### src/rtl/assert_macros.svh
// Assertion macros used by the decoder top level.
`ifndef ASSERT_MACROS_SVH
`define ASSERT_MACROS_SVH

// Concurrent check on a named clock and reset.
`define ASSERT_AT(label, clk_sig, rst_sig, prop, msg) \
  label: assert property (@(posedge clk_sig) disable iff (rst_sig) prop) else $error(msg);

// Concurrent check on the usual clk / rst pair.
`define ASSERT_CLK(label, prop, msg) `ASSERT_AT(label, clk, rst, prop, msg)

`endif

### src/rtl/rlespr_pkg.sv
// Types, constants and result helpers of the RLE sprite row decoder.
package rlespr_pkg;

  localparam int DEF_MAX_WIDTH  = 1024;
  localparam int DEF_MAX_HEIGHT = 1024;

  // Row counter saturates here; any cap above the largest height works.
  localparam int ROW_W = 12;
  localparam logic [ROW_W-1:0] ROW_CAP = '1;

  localparam int FIFO_DEPTH = 4;

  localparam logic [1:0] KIND_PIXEL = 2'd0;
  localparam logic [1:0] KIND_FILL  = 2'd1;
  localparam logic [1:0] KIND_DONE  = 2'd2;

  localparam logic [2:0] REG_WIDTH    = 3'd0;
  localparam logic [2:0] REG_HEIGHT   = 3'd1;
  localparam logic [2:0] REG_RLE_MODE = 3'd2;
  localparam logic [2:0] REG_MIRROR_X = 3'd3;
  localparam logic [2:0] REG_MIRROR_Y = 3'd4;

  localparam logic [1:0] PH_HDR   = 2'd0;
  localparam logic [1:0] PH_CHUNK = 2'd1;
  localparam logic [1:0] PH_LIT   = 2'd2;

  typedef struct packed {
    logic [1:0]  kind;
    logic [9:0]  dest_row;
    logic [9:0]  dest_col;
    logic [10:0] run_length;
    logic [10:0] run_rows;
    logic [7:0]  pixel_value;
    logic        last;
  } res_t;

  typedef struct packed {
    logic valid;
    res_t res;
  } cand_t;

  function automatic logic [ROW_W-1:0] sat_row(input logic [ROW_W-1:0] row,
                                               input logic [14:0] n);
    logic [15:0] sum;
    sum = 16'(row) + 16'(n);
    return (sum > 16'(ROW_CAP)) ? ROW_CAP : sum[ROW_W-1:0];
  endfunction

  function automatic cand_t done_cand();
    cand_t c;
    c = '0;
    c.valid = 1'b1;
    c.res.kind = KIND_DONE;
    c.res.run_rows = 11'd1;
    return c;
  endfunction

  function automatic cand_t calc_pixel(input logic [ROW_W-1:0] row,
                                       input logic signed [17:0] col,
                                       input logic [7:0] val,
                                       input logic [10:0] w, input logic [10:0] h,
                                       input logic mx, input logic my);
    cand_t c;
    logic [10:0] cu, ru;
    cu = col[10:0];
    ru = row[10:0];
    c = '0;
    c.valid = (row < ROW_W'(h)) && (col >= 0) && (col < $signed({7'b0, w}));
    c.res.kind = KIND_PIXEL;
    c.res.dest_col = mx ? 10'(w - 11'd1 - cu) : cu[9:0];
    c.res.dest_row = my ? 10'(h - 11'd1 - ru) : ru[9:0];
    c.res.run_length = 11'd1;
    c.res.run_rows = 11'd1;
    c.res.pixel_value = val;
    return c;
  endfunction

  // Rows [r0, r0+nr), columns [a, b), clipped to the image, then mirrored.
  function automatic cand_t calc_fill(input logic [ROW_W-1:0] r0, input logic [14:0] nr,
                                      input logic signed [17:0] a,
                                      input logic signed [17:0] b,
                                      input logic [10:0] w, input logic [10:0] h,
                                      input logic mx, input logic my);
    cand_t c;
    logic signed [17:0] ws, ac, bc;
    logic [15:0] r1, r1c;
    logic [10:0] ca, cb, rb, re;
    ws  = $signed({7'b0, w});
    ac  = (a < 0) ? 18'sd0 : a;
    bc  = (b > ws) ? ws : b;
    r1  = 16'(r0) + 16'(nr);
    r1c = (r1 > 16'(h)) ? 16'(h) : r1;
    ca  = ac[10:0];
    cb  = bc[10:0];
    rb  = r0[10:0];
    re  = r1c[10:0];
    c = '0;
    c.valid = (ac < bc) && (16'(r0) < r1c);
    c.res.kind = KIND_FILL;
    c.res.dest_col = mx ? 10'(w - cb) : ca[9:0];
    c.res.run_length = cb - ca;
    c.res.dest_row = my ? 10'(h - re) : rb[9:0];
    c.res.run_rows = re - rb;
    return c;
  endfunction

endpackage

### src/rtl/rle_sprite_row_decoder.sv
// Top level of the RLE sprite row decoder: config port, byte decoder, result queue.
//
// Usage:
//   Slave stream (s_*) carries one sprite byte per transaction in s_tdata,
//   with s_tuser[0] set on the first byte of an image to restart decoding.
//   Master stream (m_*) carries result transactions: m_tuser is the kind
//   (pixel, zero-fill rectangle, image finished), m_tdata the row, column,
//   run length, row count and pixel value, m_tlast marks the final result
//   caused by one input byte. A byte causes zero, one or two results.
//   The APB port sets width, height, RLE mode and mirroring between images.
// Timing:
//   Each byte is decoded in the cycle it is taken; its results are written to the
//   result queue and reach the master side from its head. The four-entry queue
//   sets the rate: s_tready is high while two entries are free, so while m_tready
//   is high, bytes that cause at most one result flow at one per cycle, and a byte
//   that causes two takes two transfers on the output side.
// Reset: rst clears the decoder and the queue; registers go to 1x1, raw, no mirroring.
// Stall: a low m_tready holds the head result; with fewer than two entries free,
//   s_tready drops until the receiver drains the queue.
`include "assert_macros.svh"

module rle_sprite_row_decoder
  import rlespr_pkg::*;
#(
  parameter int MAX_WIDTH  = DEF_MAX_WIDTH,
  parameter int MAX_HEIGHT = DEF_MAX_HEIGHT
) (
  input  logic        clk,
  input  logic        rst,
  input  logic        s_tvalid,
  output logic        s_tready,
  input  logic [7:0]  s_tdata,   // [7:0] data_byte
  input  logic [0:0]  s_tuser,   // [0] first_byte
  output logic        m_tvalid,
  input  logic        m_tready,
  output logic [55:0] m_tdata,   // [9:0] dest_row, [19:10] dest_col, [30:20] run_length,
                                 // [41:31] run_rows, [49:42] pixel_value, [55:50] zero
  output logic [1:0]  m_tuser,   // [1:0] kind
  output logic        m_tlast,
  input  logic        psel,
  input  logic        penable,
  input  logic        pwrite,
  input  logic [4:0]  paddr,
  input  logic [31:0] pwdata,
  output logic [31:0] prdata,
  output logic        pready
);

  localparam logic [12:0] MaxW = 13'(MAX_WIDTH);
  localparam logic [12:0] MaxH = 13'(MAX_HEIGHT);
  localparam int PTR_W = $clog2(FIFO_DEPTH);
  localparam int CNT_W = $clog2(FIFO_DEPTH + 1);

  // Configuration registers
  logic [10:0] image_width, image_height;
  logic        rle_mode, mirror_x, mirror_y;
  logic        cfg_wr;
  logic [2:0]  cfg_idx;

  assign pready  = 1'b1;
  assign cfg_idx = paddr[4:2];
  assign cfg_wr  = psel && penable && pwrite && pready;

  always_ff @(posedge clk) begin
    if (rst) begin
      image_width  <= 11'd1;
      image_height <= 11'd1;
      rle_mode     <= 1'b0;
      mirror_x     <= 1'b0;
      mirror_y     <= 1'b0;
    end else if (cfg_wr) begin
      case (cfg_idx)
        REG_WIDTH:    image_width  <= pwdata[10:0];
        REG_HEIGHT:   image_height <= pwdata[10:0];
        REG_RLE_MODE: rle_mode     <= pwdata[0];
        REG_MIRROR_X: mirror_x     <= pwdata[0];
        REG_MIRROR_Y: mirror_y     <= pwdata[0];
        default: ;
      endcase
    end
  end

  always_comb begin
    case (cfg_idx)
      REG_WIDTH:    prdata = {21'b0, image_width};
      REG_HEIGHT:   prdata = {21'b0, image_height};
      REG_RLE_MODE: prdata = {31'b0, rle_mode};
      REG_MIRROR_X: prdata = {31'b0, mirror_x};
      REG_MIRROR_Y: prdata = {31'b0, mirror_y};
      default:      prdata = '0;
    endcase
  end

  logic [10:0] w_eff, h_eff;
  assign w_eff = ({2'b0, image_width} > MaxW) ? MaxW[10:0] : image_width;
  assign h_eff = ({2'b0, image_height} > MaxH) ? MaxH[10:0] : image_height;

  // Decoder state
  logic [1:0]        phase, phase_next;
  logic [1:0]        byte_slot, byte_slot_next;
  logic [23:0]       field_shift, field_shift_next;
  logic [14:0]       rows_left, rows_left_next;
  logic [14:0]       chunks_per_row, chunks_per_row_next;
  logic [14:0]       chunks_left, chunks_left_next;
  logic signed [16:0] skip_col, skip_col_next;
  logic [14:0]       copy_left, copy_left_next;
  logic signed [16:0] filled_to, filled_to_next;
  logic [ROW_W-1:0]  row_index, row_index_next;
  logic [10:0]       col_index, col_index_next;
  logic              image_done, image_done_next;

  // State as seen by this byte (restart applied on first_byte)
  logic              first;
  logic [1:0]        c_phase, c_slot;
  logic [23:0]       c_shift;
  logic [14:0]       c_rows, c_cpr, c_chunks, c_copy;
  logic signed [16:0] c_skip, c_filled;
  logic [ROW_W-1:0]  c_row;
  logic [10:0]       c_col;
  logic              c_done;

  assign first    = s_tuser[0];
  assign c_phase  = first ? PH_HDR : phase;
  assign c_slot   = first ? 2'd0 : byte_slot;
  assign c_shift  = first ? '0 : field_shift;
  assign c_rows   = first ? '0 : rows_left;
  assign c_cpr    = first ? '0 : chunks_per_row;
  assign c_chunks = first ? '0 : chunks_left;
  assign c_skip   = first ? '0 : skip_col;
  assign c_copy   = first ? '0 : copy_left;
  assign c_filled = first ? '0 : filled_to;
  assign c_row    = first ? '0 : row_index;
  assign c_col    = first ? '0 : col_index;
  assign c_done   = first ? 1'b0 : image_done;

  logic signed [15:0] lo, hi;
  logic [11:0]        pitch, col_inc;
  logic [ROW_W-1:0]   row_inc;
  logic               end_chunk;
  logic signed [16:0] tail_from;
  cand_t              cand0, cand1;

  assign lo      = c_shift[15:0];
  assign hi      = {s_tdata, c_shift[23:16]};
  assign pitch   = (12'(w_eff) + 12'd3) & ~12'd3;
  assign col_inc = 12'(c_col) + 12'd1;
  assign row_inc = sat_row(c_row, 15'd1);

  always_comb begin
    phase_next          = c_phase;
    byte_slot_next      = c_slot;
    field_shift_next    = c_shift;
    rows_left_next      = c_rows;
    chunks_per_row_next = c_cpr;
    chunks_left_next    = c_chunks;
    skip_col_next       = c_skip;
    copy_left_next      = c_copy;
    filled_to_next      = c_filled;
    row_index_next      = c_row;
    col_index_next      = c_col;
    image_done_next     = c_done;
    end_chunk           = 1'b0;
    tail_from           = c_filled;
    cand0               = '0;
    cand1               = '0;
    if (!c_done) begin
      if (rle_mode) begin
        if (c_phase == PH_LIT) begin
          cand0 = calc_pixel(c_row, 18'(c_skip), s_tdata, w_eff, h_eff, mirror_x, mirror_y);
          skip_col_next  = c_skip + 17'sd1;
          copy_left_next = c_copy - 15'd1;
          end_chunk      = (c_copy == 15'd1);
        end else if (c_slot != 2'd3) begin
          case (c_slot)
            2'd0:    field_shift_next[7:0]   = s_tdata;
            2'd1:    field_shift_next[15:8]  = s_tdata;
            default: field_shift_next[23:16] = s_tdata;
          endcase
          byte_slot_next = c_slot + 2'd1;
        end else begin
          byte_slot_next   = 2'd0;
          field_shift_next = '0;
          if (c_phase == PH_HDR) begin
            if (lo <= 0) begin
              cand0 = done_cand();
              image_done_next = 1'b1;
            end else if (hi <= 0) begin
              // whole group blank: one rectangle over all its rows
              cand0 = calc_fill(c_row, lo[14:0], 18'sd0, $signed({7'b0, w_eff}),
                                w_eff, h_eff, mirror_x, mirror_y);
              row_index_next = sat_row(c_row, lo[14:0]);
            end else begin
              rows_left_next      = lo[14:0];
              chunks_per_row_next = hi[14:0];
              chunks_left_next    = hi[14:0];
              filled_to_next      = '0;
              phase_next          = PH_CHUNK;
            end
          end else begin
            cand0 = calc_fill(c_row, 15'd1, 18'(c_filled), 18'(lo),
                              w_eff, h_eff, mirror_x, mirror_y);
            filled_to_next = 17'(lo) + 17'(hi);
            skip_col_next  = 17'(lo);
            copy_left_next = (hi > 0) ? hi[14:0] : '0;
            if (hi > 0) begin
              phase_next = PH_LIT;
            end else begin
              end_chunk = 1'b1;
              tail_from = 17'(lo) + 17'(hi);
            end
          end
        end
        if (end_chunk) begin
          chunks_left_next = c_chunks - 15'd1;
          if (c_chunks > 15'd1) begin
            phase_next = PH_CHUNK;
          end else begin
            // row tail after the last chunk
            cand1 = calc_fill(c_row, 15'd1, 18'(tail_from), $signed({7'b0, w_eff}),
                              w_eff, h_eff, mirror_x, mirror_y);
            row_index_next = row_inc;
            rows_left_next = c_rows - 15'd1;
            if (c_rows <= 15'd1) begin
              phase_next = PH_HDR;
            end else begin
              chunks_left_next = c_cpr;
              filled_to_next   = '0;
              phase_next       = PH_CHUNK;
            end
          end
        end
      end else begin
        if (w_eff == '0 || h_eff == '0 || c_row >= ROW_W'(h_eff)) begin
          cand0 = done_cand();
          image_done_next = 1'b1;
        end else begin
          if (c_col < w_eff) begin
            cand0 = calc_pixel(c_row, 18'(c_col), s_tdata, w_eff, h_eff, mirror_x, mirror_y);
          end
          if (col_inc >= pitch) begin
            col_index_next = '0;
            row_index_next = row_inc;
            if (row_inc >= ROW_W'(h_eff)) begin
              cand1 = done_cand();
              image_done_next = 1'b1;
            end
          end else begin
            col_index_next = col_inc[10:0];
          end
        end
      end
    end
  end

  logic s_fire;
  assign s_fire = s_tvalid && s_tready;

  always_ff @(posedge clk) begin
    if (rst) begin
      phase          <= PH_HDR;
      byte_slot      <= '0;
      field_shift    <= '0;
      rows_left      <= '0;
      chunks_per_row <= '0;
      chunks_left    <= '0;
      skip_col       <= '0;
      copy_left      <= '0;
      filled_to      <= '0;
      row_index      <= '0;
      col_index      <= '0;
      image_done     <= 1'b0;
    end else if (s_fire) begin
      phase          <= phase_next;
      byte_slot      <= byte_slot_next;
      field_shift    <= field_shift_next;
      rows_left      <= rows_left_next;
      chunks_per_row <= chunks_per_row_next;
      chunks_left    <= chunks_left_next;
      skip_col       <= skip_col_next;
      copy_left      <= copy_left_next;
      filled_to      <= filled_to_next;
      row_index      <= row_index_next;
      col_index      <= col_index_next;
      image_done     <= image_done_next;
    end
  end

  // Result queue
  res_t             fifo_mem [FIFO_DEPTH];
  logic [PTR_W-1:0] wr_ptr, rd_ptr;
  logic [CNT_W-1:0] count;
  logic [1:0]       push_n;
  logic             pop;
  res_t             ent0, ent1;

  always_comb begin
    ent0 = cand0.valid ? cand0.res : cand1.res;
    ent0.last = !(cand0.valid && cand1.valid);
    ent1 = cand1.res;
    ent1.last = 1'b1;
  end

  assign push_n   = s_fire ? (2'(cand0.valid) + 2'(cand1.valid)) : 2'd0;
  assign m_tvalid = (count != '0);
  assign pop      = m_tvalid && m_tready;
  assign s_tready = (count <= CNT_W'(FIFO_DEPTH - 2));

  always_ff @(posedge clk) begin
    if (push_n != 2'd0) begin
      fifo_mem[wr_ptr] <= ent0;
    end
    if (push_n == 2'd2) begin
      fifo_mem[wr_ptr + PTR_W'(1)] <= ent1;
    end
  end

  always_ff @(posedge clk) begin
    if (rst) begin
      wr_ptr <= '0;
      rd_ptr <= '0;
      count  <= '0;
    end else begin
      wr_ptr <= wr_ptr + PTR_W'(push_n);
      rd_ptr <= rd_ptr + PTR_W'(pop);
      count  <= count + CNT_W'(push_n) - CNT_W'(pop);
    end
  end

  res_t head;
  assign head    = fifo_mem[rd_ptr];
  assign m_tdata = {6'b0, head.pixel_value, head.run_rows, head.run_length,
                    head.dest_col, head.dest_row};
  assign m_tuser = head.kind;
  assign m_tlast = head.last;

  `ASSERT_CLK(a_fifo_bound, count <= CNT_W'(FIFO_DEPTH), "result queue overflow")
  `ASSERT_CLK(a_fifo_count, !$past(rst) |-> count == $past(count) + CNT_W'($past(push_n)) - CNT_W'($past(pop)), "queue count out of step")
  `ASSERT_CLK(a_done_last, (m_tvalid && m_tuser == KIND_DONE) |-> m_tlast, "finish result not last")
  `ASSERT_CLK(a_quiet_after_done, (s_fire && image_done && !s_tuser[0]) |-> push_n == 2'd0, "result after image finished")
  `ASSERT_CLK(a_lit_copy, (phase == PH_LIT) |-> copy_left != '0, "literal phase with no bytes left")

endmodule
### config.mk
export PLATFORM = sky130hd
export DESIGN_NAME = rle_sprite_row_decoder
export DESIGN_NICKNAME = d
export VERILOG_FILES = /design/src/rtl/rlespr_pkg.sv /design/src/rtl/rle_sprite_row_decoder.sv
export VERILOG_INCLUDE_DIRS = /design/src /design/src/rtl
export SDC_FILE = /design/constraint.sdc
export NUM_CORES = 2
export LEC_CHECK = 0
export ABC_AREA = 1
export BUFFER_PORTS_ARGS = -buffer_cell sky130_fd_sc_hd__buf_2
export CELL_PAD_IN_SITES_DETAIL_PLACEMENT = 1
export CELL_PAD_IN_SITES_GLOBAL_PLACEMENT = 1
export CORE_ASPECT_RATIO = 1.25
export CORE_MARGIN = 2
export CORE_UTILIZATION = 40
export DETAILED_ROUTE_END_ITERATION = 7
export HOLD_SLACK_MARGIN = 0.12
export PLACE_DENSITY_LB_ADDON = 0.25
export SYNTH_ARGS = -nofsm -noshare
export SYNTH_HDL_FRONTEND = slang
export SYNTH_SLANG_ARGS = --single-unit
### constraint.sdc
create_clock -name clk -period 27.3 [get_ports clk]
set_clock_uncertainty 0.15 [all_clocks]
set_input_delay 1.365 -clock clk [delete_from_list [all_inputs] [get_ports clk]]
set_output_delay 1.365 -clock clk [all_outputs]
set_load 0.01 [all_outputs]
==> metrics.yaml <==
numCtsBuffers: 47
cts_resized: 0
cp.arrival_ps: 13280
finalPower_w: 0.00279
startpoint: "s_tuser"
max-slew-margin-rel_pct: 21.1
cts_root_buffer: "clkbuf_16"
die-area_sq_mm: 0.0899
gp_congestion: 0.998
dp_hpwl_microns: 112000
ant_nets: 0
num_vias: 37747
comb_power_share_pct: 48.5
synth_cells: 5311
start_util_pct: 40.3
drt_wl_total_microns: 152000
grtUsageTotal_pct: 33.1
critPathSlowestCell: "inv_2"
critPathCapture: "fifo_mem[0][34]"
layout.area.seq_sq_mm: 0.00957
r2r-start: "image_width[3]"
wl_per_cell_microns: 23.5
hold_violations: 0
placed_area_sq_mm: 0.0364
max_clock_freq_ghz: 0.0759
synthDistinctLibCells: 83
io_pins: 147
grt_overflow: 0
clock_sinks: 390
slowest_delay_ps: 830
p_leak_nw: 17.5
grt_max_degree: 82
worst_pin_slew_ps: 1180
r2r_setup_slack_ps: 15360
power_frac_seq_pct: 27.1
ctsHoldBuffers: 0
power_frac_clock_pct: 24.4
final_common_cell: "nand2_1"
max-vdd-ir-drop_mv: 0.0588
synth_area_per_cell_sq_um: 6.59
tritoncts: "built"
clkTransAtPathRegs_ps: 60
n_fill_cell: 11496
multiInputGateArea_sq_mm: 0.0219
final_cell_mix: "1392 x nand2_1, 574 x inv_1, 540 x nor2_1"
drtIter0Drc: 3141
cts_max_path_buffers: 3
setup_viol: 0
htree_levels: 2
async_reset_ff_share_pct: 0
core_sq_mm: 0.0869
cap_violations: 0
die_y_microns: 335
antenna_found_initial: 6
layout_min_cycle_time_ps: 13170
cp_max_fo: 62
drive_above_1_share_pct: 7.67
cpMostUsedCell: "nand2_1"
synth_top_flop_cell: "dfxtp_1"
switchingPower_w: 0.00130
swShare_pct: 46.5
ys_seq_area_share_pct: 27.3
die_x_microns: 269
r2r-end: "fifo_mem[0][34]"
synth.ff_latch_count: 390
status: "complete, no violations"
core.rowCount: 121
intPower_w: 0.00149
grt_pass1_vias: 37294
crit_path_start_kind: "input pin"
reg2reg_depth: 51
worstSetupPathType: "in -> reg"
vias_per_cell: 5.83
post-cts-setup-buffer-count: 0
min-delay-path-class: "reg -> reg"
drc: 0
first_pass_iters: 5
pwr_density_cell_mw_per_mm2: 73.4
post-route-period-util_pct: 48.2
worstSkewPairLatency_ps: 650
rsz0062_at_grt: "no"
syn-cell-area_sq_mm: 0.0350
final_area_sq_mm: 0.0380
port_buffers: 95
required_ps: 27410
ys_warn_count: 0
grt_pass1_wl_microns: 228000
fin_setup_tns_ps: 0
fin_nets: 5603
syn_to_final_growth_pct: 8.50
final-max-slew-violation-count: 0
endpoint_kind: "flip-flop"
synth-edff-count: 176
## cells in the mapped netlist (5+ instances only)
cell type / count / share of area, %
nand2_2: 26 / 0.46
or2_2: 11 / 0.20
o221ai_1: 21 / 0.53
nor4_1: 22 / 0.39
fa_1: 11 / 0.63
a32oi_1: 5 / 0.13
ha_1: 266 / 9.5
buf_4: 37 / 0.79
a221oi_1: 44 / 1.1
buf_2: 13 / 0.19
nand2_1: 1393 / 15
nor2_4: 5 / 0.16
nand4_1: 50 / 0.89
nand3_2: 8 / 0.23
buf_6: 7 / 0.23
inv_2: 34 / 0.36
edfxtp_1: 176 / 15
o21bai_1: 18 / 0.39
a211oi_1: 14 / 0.30
o21ai_0: 443 / 6.3
clkinv_1: 5 / 0.054
o22ai_1: 88 / 1.6
nor2_1: 544 / 5.8
dfxtp_1: 214 / 12
buf_1: 25 / 0.27
o311ai_0: 7 / 0.18
o21ai_2: 12 / 0.30
a21o_1: 7 / 0.15
a22oi_1: 6 / 0.13
xor2_1: 82 / 2.1
xnor2_1: 22 / 0.55
clkbuf_1: 199 / 2.1
a31oi_1: 47 / 0.84
nand3_1: 170 / 2.4
o31ai_1: 16 / 0.34
a21oi_1: 421 / 6.0
inv_1: 582 / 6.2
nor3_1: 53 / 0.76
nor3_2: 6 / 0.17
o211ai_1: 88 / 1.9
nand2_4: 6 / 0.19
nor2_2: 15 / 0.27
o2111ai_1: 19 / 0.48
## flip-flops by register name, summed over array words and instances (netlist names)
| signal | cells |
|---|---|
| image_done | 1 |
| col_index | 11 |
| skip_col | 17 |
| row_index | 12 |
| count | 3 |
| image_height | 11 |
| mirror_y | 1 |
| chunks_per_row | 15 |
| rle_mode | 1 |
| chunks_left | 15 |
| wr_ptr | 2 |
| fifo_mem | 212 |
| field_shift | 24 |
| phase | 2 |
| byte_slot | 2 |
| mirror_x | 1 |
| rd_ptr | 2 |
| image_width | 11 |
| rows_left | 15 |
| filled_to | 17 |
| copy_left | 15 |
## kinds of logic (layout without fill, tap and decap cells)
family	after synthesis	in the layout	synth area share [%]
adders and majority gates	277	277	10.1
buffers and inverters	906	875	10.4
xor gates and xnor gates	104	104	2.60
AOI/OAI and AO/OA	1297	1297	21.7
and+or+nand+nor	2333	2333	27.8
muxes	2	2	0.0608
other	2	34	0.0215
DFF	390	390	27.3
## worst min-delay path by stage
stage	from	cells past startpoint	slack (ps)	endpoint
finish	fifo_mem[2][1]	2	300	fifo_mem[2][1]
global route	fifo_mem[2][1]	2	320	fifo_mem[2][1]
CTS	fifo_mem[2][1]	2	300	fifo_mem[2][1]
detailed placement	fifo_mem[2][1]	2	280	fifo_mem[2][1]
global placement	fifo_mem[2][2]	2	280	fifo_mem[2][2]
floorplan	fifo_mem[1][5]	2	270	fifo_mem[1][5]
## cell type report
cell class | instances | area share, %
Multi-Input combinational cell | 4043 | 57.8
Timing Repair Buffer | 168 | 2.71
Tap cell | 1168 | 3.85
Antenna cell | 4 | 0.0264
Sequential cell | 390 | 25.2
Clock buffer | 63 | 3.48
Inverter | 623 | 6.18
Clock inverter | 21 | 0.774
## layer usage
metal | wire, microns | part of all wire, % | GRT usage (%) | up-vias
met5 | 18 | 0.012 | 0 | -
met4 | 9650 | 6.3 | 18.6 | 4
met3 | 9300 | 6.1 | 4.13 | 384
met2 | 71000 | 47 | 55.7 | 1294
met1 | 62500 | 41 | 40.7 | 18402
li1 | - | - | - | 17663
## power groups by stage
| stage | clock, W | combinational (W) | sequential (W) |
|---|---|---|---|
| after floorplan | 0 | 0.000899 | 0.000749 |
| after global placement | 0 | 0.00130 | 0.000763 |
| after detailed placement | 0 | 0.00133 | 0.000767 |
| after CTS | 0.000689 | 0.00134 | 0.000755 |
| after global routing | 0.000711 | 0.00148 | 0.000764 |
| final | 0.000680 | 0.00135 | 0.000755 |
## per-stage QoR
step                      hold slack, ps  setup WS (ps)  cells  utilization [%]
after global routing                 317          13500   6476             43.7
after CTS                            300          14240   6476             43.7
after floorplan                      271          17670   5339                -
final                                300          14130   6480             43.7
after detailed placement             285          13590   6392             41.8
after global placement               283          13750   6392             41.8
## worst max-delay path: cells and delay by family
family | cells | cell delay, ps
xor gates and xnor gates | 1 | 410
and+or+nand+nor | 27 | 3480
adders and majority gates | 4 | 1320
buffers and inverters | 17 | 5510
AOI/OAI and AO/OA | 5 | 990
(Power assumes the default switching activity.)
